$ cat config.mk
export PLATFORM = sky130hd
export DESIGN_NAME = sorted_key_table
export DESIGN_NICKNAME = d
export VERILOG_FILES = /design/src/hw/rtl/skt_pkg.sv /design/src/hw/rtl/skt_cmp.sv /design/src/hw/rtl/sorted_key_table.sv
export SDC_FILE = /design/constraint.sdc
export NUM_CORES = 2
export LEC_CHECK = 0
export ABC_AREA = 1
export BUFFER_PORTS_ARGS = -buffer_cell sky130_fd_sc_hd__buf_2
export CORE_AREA = 2 2 431 433
export DETAILED_ROUTE_END_ITERATION = 7
export DIE_AREA = 0 0 433 435
export PLACE_DENSITY = 0.43
export SKIP_LAST_GASP = 1
export SYNTH_ARGS = -nofsm -noshare
export SYNTH_HDL_FRONTEND = slang
export SYNTH_HIERARCHICAL = 1
export SYNTH_SLANG_ARGS = --single-unit
$ cat constraint.sdc
create_clock -name clk -period 9.5 [get_ports clk]
set_input_delay 0.475 -clock clk [delete_from_list [all_inputs] [get_ports clk]]
set_output_delay 0.475 -clock clk [all_outputs]
set_load 0.005 [all_outputs]
$ cat src/hw/rtl/skt_pkg.sv
// Package for the sorted key table: request and result types, status and
// request codes, and shared constants. No dependencies.
`default_nettype none

package skt_pkg;

  localparam int DEPTH_DEF   = 16;
  localparam int MAX_RESULTS = 16;
  localparam int KEY_W       = 32;
  localparam int PAYLOAD_W   = 32;
  localparam int POS_W       = 4;

  typedef enum logic [1:0] {
    REQ_INSERT = 2'd0,
    REQ_DELETE = 2'd1,
    REQ_READ   = 2'd2
  } req_type_t;

  typedef enum logic [2:0] {
    ST_INSERTED  = 3'd0,
    ST_DELETED   = 3'd1,
    ST_NOT_FOUND = 3'd2,
    ST_FULL      = 3'd3,
    ST_EMPTY     = 3'd4,
    ST_ENTRY     = 3'd5
  } status_t;

  typedef struct packed {
    req_type_t                    req_type;
    logic signed [KEY_W-1:0]      key;
    logic        [PAYLOAD_W-1:0]  payload;
  } in_t;

  typedef struct packed {
    status_t                      status;
    logic signed [KEY_W-1:0]      out_key;
    logic        [PAYLOAD_W-1:0]  out_payload;
    logic        [POS_W-1:0]      position;
    logic                         last;
  } out_t;

  typedef struct packed {
    logic signed [KEY_W-1:0]      key;
    logic        [PAYLOAD_W-1:0]  payload;
  } entry_t;

  // Result of the shared key comparator: stored key against request key.
  typedef struct packed {
    logic gt;
    logic eq;
  } cmp_t;

  function automatic out_t make_result(status_t st, logic signed [KEY_W-1:0] k,
                                       logic [PAYLOAD_W-1:0] p,
                                       logic [POS_W-1:0] pos, logic lst);
    out_t r;
    r.status      = st;
    r.out_key     = k;
    r.out_payload = p;
    r.position    = pos;
    r.last        = lst;
    return r;
  endfunction

endpackage

`default_nettype wire

$ cat src/hw/rtl/skt_cmp.sv
// Shared key comparator of the sorted key table: signed greater-than and
// equality of a stored key against the request key. Uses skt_pkg.
`default_nettype none

module skt_cmp (
  input  wire logic signed [skt_pkg::KEY_W-1:0] entry_key,
  input  wire logic signed [skt_pkg::KEY_W-1:0] req_key,
  output skt_pkg::cmp_t                         result
);
  import skt_pkg::*;

  always_comb begin
    result.gt = entry_key > req_key;
    result.eq = entry_key == req_key;
  end

endmodule

`default_nettype wire

$ cat src/hw/rtl/sorted_key_table.sv
// Sorted key table: a bounded table of (key, payload) records kept in
// ascending signed key order, with insert, delete by key and ordered readout.
// A request is taken when start is high and busy is low; busy stays high
// until the last result of that request has been issued. Results appear one
// per cycle on out_item, marked by out_valid, and cannot be held off by the
// receiver. Records live in a DEPTH-entry memory with one write and one
// registered read port; every step of a request reads that memory, and the
// insert and delete scan steps each use the shared key comparator. An insert
// walks down from the top entry, moving each larger entry up by one; an
// insert into an empty or full table is answered straight from idle. A
// delete scans up from entry 0 and then shifts the tail down. A readout
// issues its results one per cycle, at most 16 results. The memory needs
// no clearing pass after reset. Depends on skt_pkg and skt_cmp.
`default_nettype none

module sorted_key_table #(
  parameter int DEPTH = skt_pkg::DEPTH_DEF
) (
  input  wire logic         clk,
  input  wire logic         rst_n,
  input  wire logic         start,
  input  skt_pkg::in_t      in_item,
  output logic              busy,
  output logic              out_valid,
  output skt_pkg::out_t     out_item
);
  import skt_pkg::*;

  localparam int AW = (DEPTH > 1) ? $clog2(DEPTH) : 1;
  localparam int CW = $clog2(DEPTH + 1);

  typedef enum logic [2:0] {
    S_IDLE,
    S_INS_CMP,
    S_INS_PUT,
    S_DEL_CMP,
    S_DEL_SH,
    S_RD_OUT
  } state_t;

  state_t          state_r, state_nxt;
  logic [AW-1:0]   idx_r, idx_nxt;
  logic [AW-1:0]   pos_r, pos_nxt;
  logic [CW-1:0]   cnt_r, cnt_nxt;
  logic [CW-1:0]   last_idx_r, last_idx_nxt;
  in_t             req_r, req_nxt;
  logic            out_valid_r, out_valid_nxt;
  out_t            out_r, out_nxt;

  entry_t          mem [DEPTH];
  entry_t          rdata_r;
  logic            we;
  logic [AW-1:0]   waddr;
  entry_t          wdata;

  cmp_t            cmp;
  entry_t          new_entry;
  logic [CW-1:0]   cnt_m1;
  logic            at_top;

  skt_cmp u_cmp (
    .entry_key (rdata_r.key),
    .req_key   (req_r.key),
    .result    (cmp)
  );

  assign new_entry.key     = req_r.key;
  assign new_entry.payload = req_r.payload;
  assign cnt_m1            = cnt_r - CW'(1);
  assign at_top            = CW'(idx_r) == cnt_m1;

  always_comb begin
    state_nxt     = state_r;
    idx_nxt       = idx_r;
    pos_nxt       = pos_r;
    cnt_nxt       = cnt_r;
    last_idx_nxt  = last_idx_r;
    req_nxt       = req_r;
    out_valid_nxt = 1'b0;
    out_nxt       = out_r;
    we            = 1'b0;
    waddr         = idx_r + AW'(1);
    wdata         = rdata_r;

    case (state_r)
      S_IDLE: begin
        if (start) begin
          req_nxt = in_item;
          case (in_item.req_type)
            REQ_INSERT: begin
              if (cnt_r == CW'(DEPTH)) begin
                out_valid_nxt = 1'b1;
                out_nxt = make_result(ST_FULL, '0, '0, '0, 1'b1);
              end else if (cnt_r == '0) begin
                // Empty table: the record goes straight into entry 0.
                we            = 1'b1;
                waddr         = '0;
                wdata.key     = in_item.key;
                wdata.payload = in_item.payload;
                cnt_nxt       = CW'(1);
                out_valid_nxt = 1'b1;
                out_nxt = make_result(ST_INSERTED, '0, '0, '0, 1'b1);
              end else begin
                idx_nxt   = AW'(cnt_m1);
                state_nxt = S_INS_CMP;
              end
            end
            REQ_DELETE: begin
              if (cnt_r == '0) begin
                out_valid_nxt = 1'b1;
                out_nxt = make_result(ST_EMPTY, '0, '0, '0, 1'b1);
              end else begin
                idx_nxt   = '0;
                state_nxt = S_DEL_CMP;
              end
            end
            REQ_READ: begin
              if (cnt_r == '0) begin
                out_valid_nxt = 1'b1;
                out_nxt = make_result(ST_EMPTY, '0, '0, '0, 1'b1);
              end else begin
                idx_nxt      = '0;
                last_idx_nxt = (32'(cnt_r) > MAX_RESULTS) ? CW'(MAX_RESULTS - 1) : cnt_m1;
                state_nxt    = S_RD_OUT;
              end
            end
            default: begin
            end
          endcase
        end
      end

      S_INS_CMP: begin
        we = 1'b1;
        if (cmp.gt) begin
          // Larger entry moves up one slot; keep walking down.
          if (idx_r == '0) begin
            state_nxt = S_INS_PUT;
          end else begin
            idx_nxt = idx_r - AW'(1);
          end
        end else begin
          wdata         = new_entry;
          cnt_nxt       = cnt_r + CW'(1);
          out_valid_nxt = 1'b1;
          out_nxt = make_result(ST_INSERTED, '0, '0, POS_W'(idx_r + AW'(1)), 1'b1);
          state_nxt     = S_IDLE;
        end
      end

      S_INS_PUT: begin
        we            = 1'b1;
        waddr         = '0;
        wdata         = new_entry;
        cnt_nxt       = cnt_r + CW'(1);
        out_valid_nxt = 1'b1;
        out_nxt       = make_result(ST_INSERTED, '0, '0, '0, 1'b1);
        state_nxt     = S_IDLE;
      end

      S_DEL_CMP: begin
        if (cmp.eq) begin
          if (at_top) begin
            cnt_nxt       = cnt_m1;
            out_valid_nxt = 1'b1;
            out_nxt = make_result(ST_DELETED, '0, '0, POS_W'(idx_r), 1'b1);
            state_nxt     = S_IDLE;
          end else begin
            pos_nxt   = idx_r;
            idx_nxt   = idx_r + AW'(1);
            state_nxt = S_DEL_SH;
          end
        end else if (at_top) begin
          out_valid_nxt = 1'b1;
          out_nxt       = make_result(ST_NOT_FOUND, '0, '0, '0, 1'b1);
          state_nxt     = S_IDLE;
        end else begin
          idx_nxt = idx_r + AW'(1);
        end
      end

      S_DEL_SH: begin
        we    = 1'b1;
        waddr = idx_r - AW'(1);
        if (at_top) begin
          cnt_nxt       = cnt_m1;
          out_valid_nxt = 1'b1;
          out_nxt = make_result(ST_DELETED, '0, '0, POS_W'(pos_r), 1'b1);
          state_nxt     = S_IDLE;
        end else begin
          idx_nxt = idx_r + AW'(1);
        end
      end

      S_RD_OUT: begin
        out_valid_nxt = 1'b1;
        out_nxt = make_result(ST_ENTRY, rdata_r.key, rdata_r.payload, POS_W'(idx_r),
                              CW'(idx_r) == last_idx_r);
        if (CW'(idx_r) == last_idx_r) begin
          state_nxt = S_IDLE;
        end else begin
          idx_nxt = idx_r + AW'(1);
        end
      end

      default: begin
        state_nxt = S_IDLE;
      end
    endcase
  end

  always_ff @(posedge clk) begin
    if (!rst_n) begin
      state_r     <= S_IDLE;
      cnt_r       <= '0;
      out_valid_r <= 1'b0;
    end else begin
      state_r     <= state_nxt;
      cnt_r       <= cnt_nxt;
      out_valid_r <= out_valid_nxt;
    end
    idx_r      <= idx_nxt;
    pos_r      <= pos_nxt;
    last_idx_r <= last_idx_nxt;
    req_r      <= req_nxt;
    out_r      <= out_nxt;
  end

  // Entry memory: the read address follows the next index, so the entry
  // being worked on is in rdata_r during each step.
  always_ff @(posedge clk) begin
    if (we) begin
      mem[waddr] <= wdata;
    end
    rdata_r <= mem[idx_nxt];
  end

  assign busy      = state_r != S_IDLE;
  assign out_valid = out_valid_r;
  assign out_item  = out_r;

  a_cnt_bound: assert property (@(posedge clk) disable iff (!rst_n)
    cnt_r <= CW'(DEPTH))
    else $error("entry count exceeds table depth");

  a_full_reply: assert property (@(posedge clk) disable iff (!rst_n)
    start && !busy && in_item.req_type == REQ_INSERT && cnt_r == CW'(DEPTH)
    |=> out_valid && out_item.status == ST_FULL)
    else $error("insert into full table not reported as full");

  a_readout_burst: assert property (@(posedge clk) disable iff (!rst_n)
    out_valid && !out_item.last |=> out_valid && out_item.status == ST_ENTRY)
    else $error("readout results not back to back");

  a_idle_last: assert property (@(posedge clk) disable iff (!rst_n)
    out_valid && !busy |-> out_item.last)
    else $error("block idle before the last result of a request");

  a_busy_out: assert property (@(posedge clk) disable iff (!rst_n)
    $fell(busy) |-> out_valid && out_item.last)
    else $error("request finished without a last result");

endmodule

`default_nettype wire

After elaboration in Yosys (flattened, before gate mapping)
Memory sizes are Yosys's and may differ from the RTL's. A register that Yosys moved wholly into a read port is not among the register bits.
Index checks and enable logic that the tools add are counted.
W data, S select, Z words.
{ "totals": {"reg_bits": 158, "latch_bits": 0, "ram_bits": 1024, "rom_bits": 0, "inputBits": 69, "out_inout_bits": 74, "elab_cells": 134, "mem_count": 1} }
{ "mem_list": {"columns": ["memory", "words", "word_bits", "rd", "rd_clocked_by_memory_dff", "wr", "line_no", "rtl"], "rows": [
  ["mem", 16, 64, 1, 1, 1, "sorted_key_table.sv:50", "entry_t mem [DEPTH];"]
]} }
{ "classes": {"addsub": 4, "n_mul": 0, "div_mod_pow": 0, "magnitude_cmp": 2, "n_eq_ne": 29, "shift": 0, "n_mux": 66, "bitwise_logic": 2, "reduce_logical": 17} }
{ "ops": {"columns": ["op", "n"], "rows": [
  ["$mux W72", 9],
  ["$pmux W72 S6", 1],
  ["$mux W64", 5],
  ["$pmux W64 S3", 1],
  ["$pmux W72 S2", 1],
  ["$mux W4", 12],
  ["$mux W5", 7],
  ["$mux W3", 11],
  ["$eq A32 B32 Y1", 1],
  ["$gt A32 B32 Y1", 1],
  ["$pmux W5 S5", 1],
  ["$ne A3 B3 Y1 const B", 6],
  ["$ne A2 B2 Y1 const B", 8],
  ["$pmux W4 S4", 1],
  ["$reduce_and A8 Y1", 2],
  ["$pmux W3 S5", 1],
  ["$pmux W4 S3", 1],
  ["$eq A4 B5 Y1", 2],
  ["$mux W1", 10],
  ["$pmux W3 S3", 1],
  ["$pmux W4 S2", 1],
  ["$reduce_and A7 Y1", 1],
  ["$eq A3 B2 Y1 const B", 2],
  ["$eq A3 B3 Y1 const B", 2],
  ["28 further kinds", 32]
]} }

Depth between registers and ports, before layout
{ "depth": {"ltp_word": 8, "depth_mapped": 28, "ltp_nobuf": 26} }

Cells and area by module
The synthesis kept the hierarchy.
{ "by_module_without_submodules": {"columns": ["mod", "n_inst", "cells_each", "area_each_um2", "seq_area_each_um2"], "rows": [
  ["sorted_key_table", 1, 4965, 53959.3, 36645.1],
  ["skt_cmp", 1, 145, 890.9, 0.0]
]} }

Least setup slack after synthesis
Ideal clock, no wire load.
{ "synth_path": {"path_type": "flip-flop to flip-flop", "start": "register cnt_r[0]", "end": "register out_r, in the netlist out_item[0] (enable)", "setup_time_ps": 504, "t_arrival_ps": 4557, "required_ps": 8996, "setup_slack_ps": 4439, "stages_incl_launch_ff": 13, "n_path_buf": 0, "period_less_slack_ps": 5061, "cell_sequence": "dfxtp_1 > inv_2 > ha_1 > inv_1 > nand2_1 > nand2_1 > nor2_1 > nand2_1 > nor2_2 > nand2_1 > nand2_2 > nand2_1 > nor2_1"} }
{ "synth_via": {"elab_chain_len": 4, "word_cells_on_any_way": 9, "cone_classes": "add/sub (1); eq/ne (6); reduce/logical (2)"} }
{ "synth_rtl": {"columns": ["item", "line_no", "rtl"], "rows": [
  ["start: declaration", "sorted_key_table.sv:44", "logic [CW-1:0] cnt_r, cnt_nxt;"],
  ["start signal: assignment", "sorted_key_table.sv:219", "cnt_r <= cnt_nxt;"],
  ["$sub A5 B1 Y5 *", "sorted_key_table.sv:69", "assign cnt_m1 = cnt_r - CW'(1);"],
  ["net cnt_m1[0]", "sorted_key_table.sv:58", "logic [CW-1:0] cnt_m1;"],
  ["$eq A4 B5 Y1 *", "sorted_key_table.sv:70", "assign at_top = CW'(idx_r) == cnt_m1;"],
  ["$ne A2 B2 Y1 (no source line)", null, null],
  ["$reduce_and A8 Y1 (no source line) *", null, null],
  ["end signal: assignment", "sorted_key_table.sv:226", "out_r <= out_nxt;"],
  ["end: declaration", "sorted_key_table.sv:48", "out_t out_r, out_nxt;"]
]} }
Mark *: on every way through the listed nets, which the timed path passes. The rest lies on a longest branch.
A chain may end at the register's enable or synchronous reset.

==> flow_metrics.env <==
export IMPL_grt_pass1_wl_mm=247
export IMPL_crit_family="simple AND/OR/NAND/NOR gates"
export IMPL_rr_worst_depth=22
export IMPL_crit_buf_inv=2
export IMPL_most_common_layout_cells="1183 x nand3_1, 1169 x edfxtp_1, 924 x inv_1"
export IMPL_cp_start_kind="flop"
export IMPL_start_util_pct=29.8
export IMPL_drt_total_wl_mm=168
export IMPL_crit_chain="inv_1 -> ha_1 -> nand4_1 -> nor2_1 -> nand2_1 -> nand2_1 -> nand2_1 -> nand2_1 -> nand2_1 -> a21oi_2 -> nand2_1 -> nand3_1 -> nand3_1 -> nor2_1 -> nand2_8 -> nand2_8 -> buf_4 -> nand2_1 -> nand3_1 -> nand3_1 -> nand3_1 -> nand2_1"
export IMPL_critPathRequiredTime_ps=10160
export IMPL_die_area_um2=188000
export IMPL_yosysSeqAreaShare_pct=66.8
export IMPL_whs_endpoint="state_r[1]$_SDFFE_PN0P_"
export IMPL_portBuffers=142
export IMPL_ios=143
export IMPL_fin_setup_tns_ps=0
export IMPL_vias=36836
export IMPL_gp_congestion=0.775
export IMPL_fin_crit_ps=5830
export IMPL_cts_sinks=1246
export IMPL_cpMaxStageDelayCell="buf_4"
export IMPL_clockBufferDepth=3
export IMPL_clock_skew_ps=34.2
export IMPL_worstHoldPathType="in2reg"
export IMPL_routedWlPerCell_um=21.4
export IMPL_drive_gt1_share_pct=9.15
export IMPL_synth_area_um2=54900
export IMPL_p_leak_uw=0.0254
export IMPL_r2r_end="rdata_r[38]$_DFF_P_"
export IMPL_rsz0062_at_grt="no"
export IMPL_final_common_cell="nand3_1"
export IMPL_postSynthAreaPerCell_um2=10.7
export IMPL_vdd_drop_max_mv=0.547
export IMPL_cts_root_buf="clkbuf_16"
export IMPL_power_uw=24200
export IMPL_fmax_mhz=172
export IMPL_drc=0
export IMPL_cts_max_level=4
export IMPL_die_h_um=435
export IMPL_antenna_left=0
export IMPL_crit_path_frequent_cell="nand2_1"
export IMPL_syn_inst=5110
export IMPL_synth_area_leaders="edfxtp_1 64%, nand3_1 11%, inv_1 6.4%"
export IMPL_viasPerCell=4.69
export IMPL_post_cts_resized=0
export IMPL_antenna_found_initial=7
export IMPL_nFillCells=18459
export IMPL_worstSetupEndpointType="flop"
export IMPL_startpoint="new_entry[47]$_DFFE_PP_"
export IMPL_cts_buffers=142
export IMPL_critPathMaxStageDelay_ps=870
export IMPL_clk_pin_slew_ps=60
export IMPL_finalHoldViolations=0
export IMPL_netlist_cell_type_count=41
export IMPL_worstPathMaxFanout=112
export IMPL_setup_violations=0
export IMPL_seq_area_um2=36600
export IMPL_finalMaxSlewViolations=17
export IMPL_grt_overflow=0
export IMPL_hold_depth=4
export IMPL_drt_initial_drc_count=2830
export IMPL_first_pass_iters=7
export IMPL_cts_tree="done"
export IMPL_synth_top_cell_area_share_pct=64.0
export IMPL_synth_largest_area_cell="edfxtp_1"
export IMPL_status="finished, violations left"
export IMPL_synth_seq_cells=1246
export IMPL_clock_latency_ps=800
export IMPL_synth_nets=5225
export IMPL_grt_pass1_vias=36119
export IMPL_drv_cap=1
export IMPL_multi_input_area_um2=13500
export IMPL_violations="capacitance limit, slew limit"
export IMPL_rr_startpoint="new_entry[47]$_DFFE_PP_"
export IMPL_yosys_warnings=6
export IMPL_dpl_hpwl_mm=83.1
export IMPL_rows=158
export IMPL_core_um2=184000
export IMPL_period_share_pct=61.3
export IMPL_worst_pin_slew_ps=1510
export IMPL_hp_start="in_item[64]"
export IMPL_cp_arrival_ps=6490
export IMPL_grt_max_degree=209
export IMPL_nets=5372
export IMPL_powerDensity_nw_per_um2=381
export IMPL_relSlewSlack_pct=-1.22
export IMPL_grt_use_total_pct=17.6
export IMPL_syn_to_final_growth_pct=15.8
export IMPL_die_x_um=433
export IMPL_worst_setup_path_type="reg2reg"
export IMPL_cts_setup_buffers=0
export IMPL_rrSetupSlack_ps=3670
## how the worst max path moves through the flow
stage,endpoint,slack [ps],cells past startpoint
2_1_floorplan,out_item[0]$_DFFE_PP_,4440,12
3_3_place_gp,rdata_r[38]$_DFF_P_,3610,24
3_5_place_dp,rdata_r[38]$_DFF_P_,3610,23
4_1_cts,rdata_r[38]$_DFF_P_,3560,22
5_1_grt,rdata_r[38]$_DFF_P_,3170,22
6_report,rdata_r[38]$_DFF_P_,3670,22
## tightest hold or removal path, cell delays in order
cell and delay (ps):
buf_2 120, ha_1 200, nand2_1 90, a311oi_1 90
## area by class of cell
cell class                 instances  share of cell area [%]
sequential                      1246                    57.7
multi-input combinational       2632                    21.2
clock buffer                     191                    6.17
inverter                         933                    5.54
tap                             2480                    4.89
timing repair buffer             302                    3.37
clock inverter                    73                    1.15
antenna                            2                 0.00788
## cell usage after synthesis (all sizes together)
| master | count |
|---|---|
| nor4 | 1 |
| nand3 | 1183 |
| nand4 | 7 |
| o22ai | 6 |
| a21o | 1 |
| a311oi | 1 |
| nand3b | 257 |
| xor2 | 4 |
| o21ai | 20 |
| a31oi | 3 |
| clkbuf | 85 |
| nor3 | 11 |
| o21a | 2 |
| o211ai | 65 |
| o21bai | 1 |
| o32ai | 1 |
| edfxtp | 1169 |
| nand2 | 849 |
| xnor2 | 1 |
| inv | 933 |
| nor2 | 135 |
| ha | 46 |
| o2111ai | 2 |
| dfxtp | 77 |
| a21oi | 31 |
| a22oi | 2 |
| buf | 214 |
| a211oi | 3 |
## per-stage QoR
stage | area [µm²] | hold slack [ps] | worst slack (ps) | util, % | std cells
CTS | 63500 | 168 | 3560 | 34.5 | 7854
finish | 63500 | 250 | 3670 | 34.5 | 7859
detailed placement | 58200 | 517 | 3610 | 31.6 | 7525
floorplan | 54900 | 403 | 4440 | - | 5110
global placement | 58200 | 525 | 3610 | 31.6 | 7525
global route | 63500 | 237 | 3170 | 34.5 | 7859
## state kept, by name, indices dropped and copies added, names as in the netlist
signal and cells:
new_entry 64, mem 1024, idx_r 4, last_idx_r 5
state_r 3, cnt_r 5, out_valid 1, out_item 72
rdata_r 64, pos_r 4
## layer usage
metal,routed length [µm],GRT usage (%),up-vias
met2,80700,29.5,845
met5,0,0,-
met1,75200,23.6,18264
met3,7430,2.32,238
li1,-,-,17489
met4,4600,5.56,0
## where the power goes
group	total, µW	switching (µW)	internal, µW
registers	8390	287	8110
logic	10300	7560	2720
clock network	5520	2300	3210
## cell families (layout without fill, tap and decap cells)
| family | count (synthesis) | count (layout) | synth area share, % |
|---|---|---|---|
| AO/OA/AOI/OAI | 138 | 138 | 1.67 |
| XOR/XNOR | 5 | 5 | 0.0798 |
| adder cells (fa/ha/maj) | 46 | 46 | 1.05 |
| buffers and inverters | 1232 | 1499 | 9.04 |
| flip-flops | 1246 | 1246 | 66.8 |
| other | 0 | 2 | 0 |
| AND/OR/NAND/NOR | 2443 | 2443 | 21.4 |
## timing repair
action / in CTS / in global routing
setup endpoints to repair: 0 / 0
hold buffers: 65 / 0
endpoints found under the hold margin: 69 / 0
Note: power is estimated with default switching activity, not from simulation.
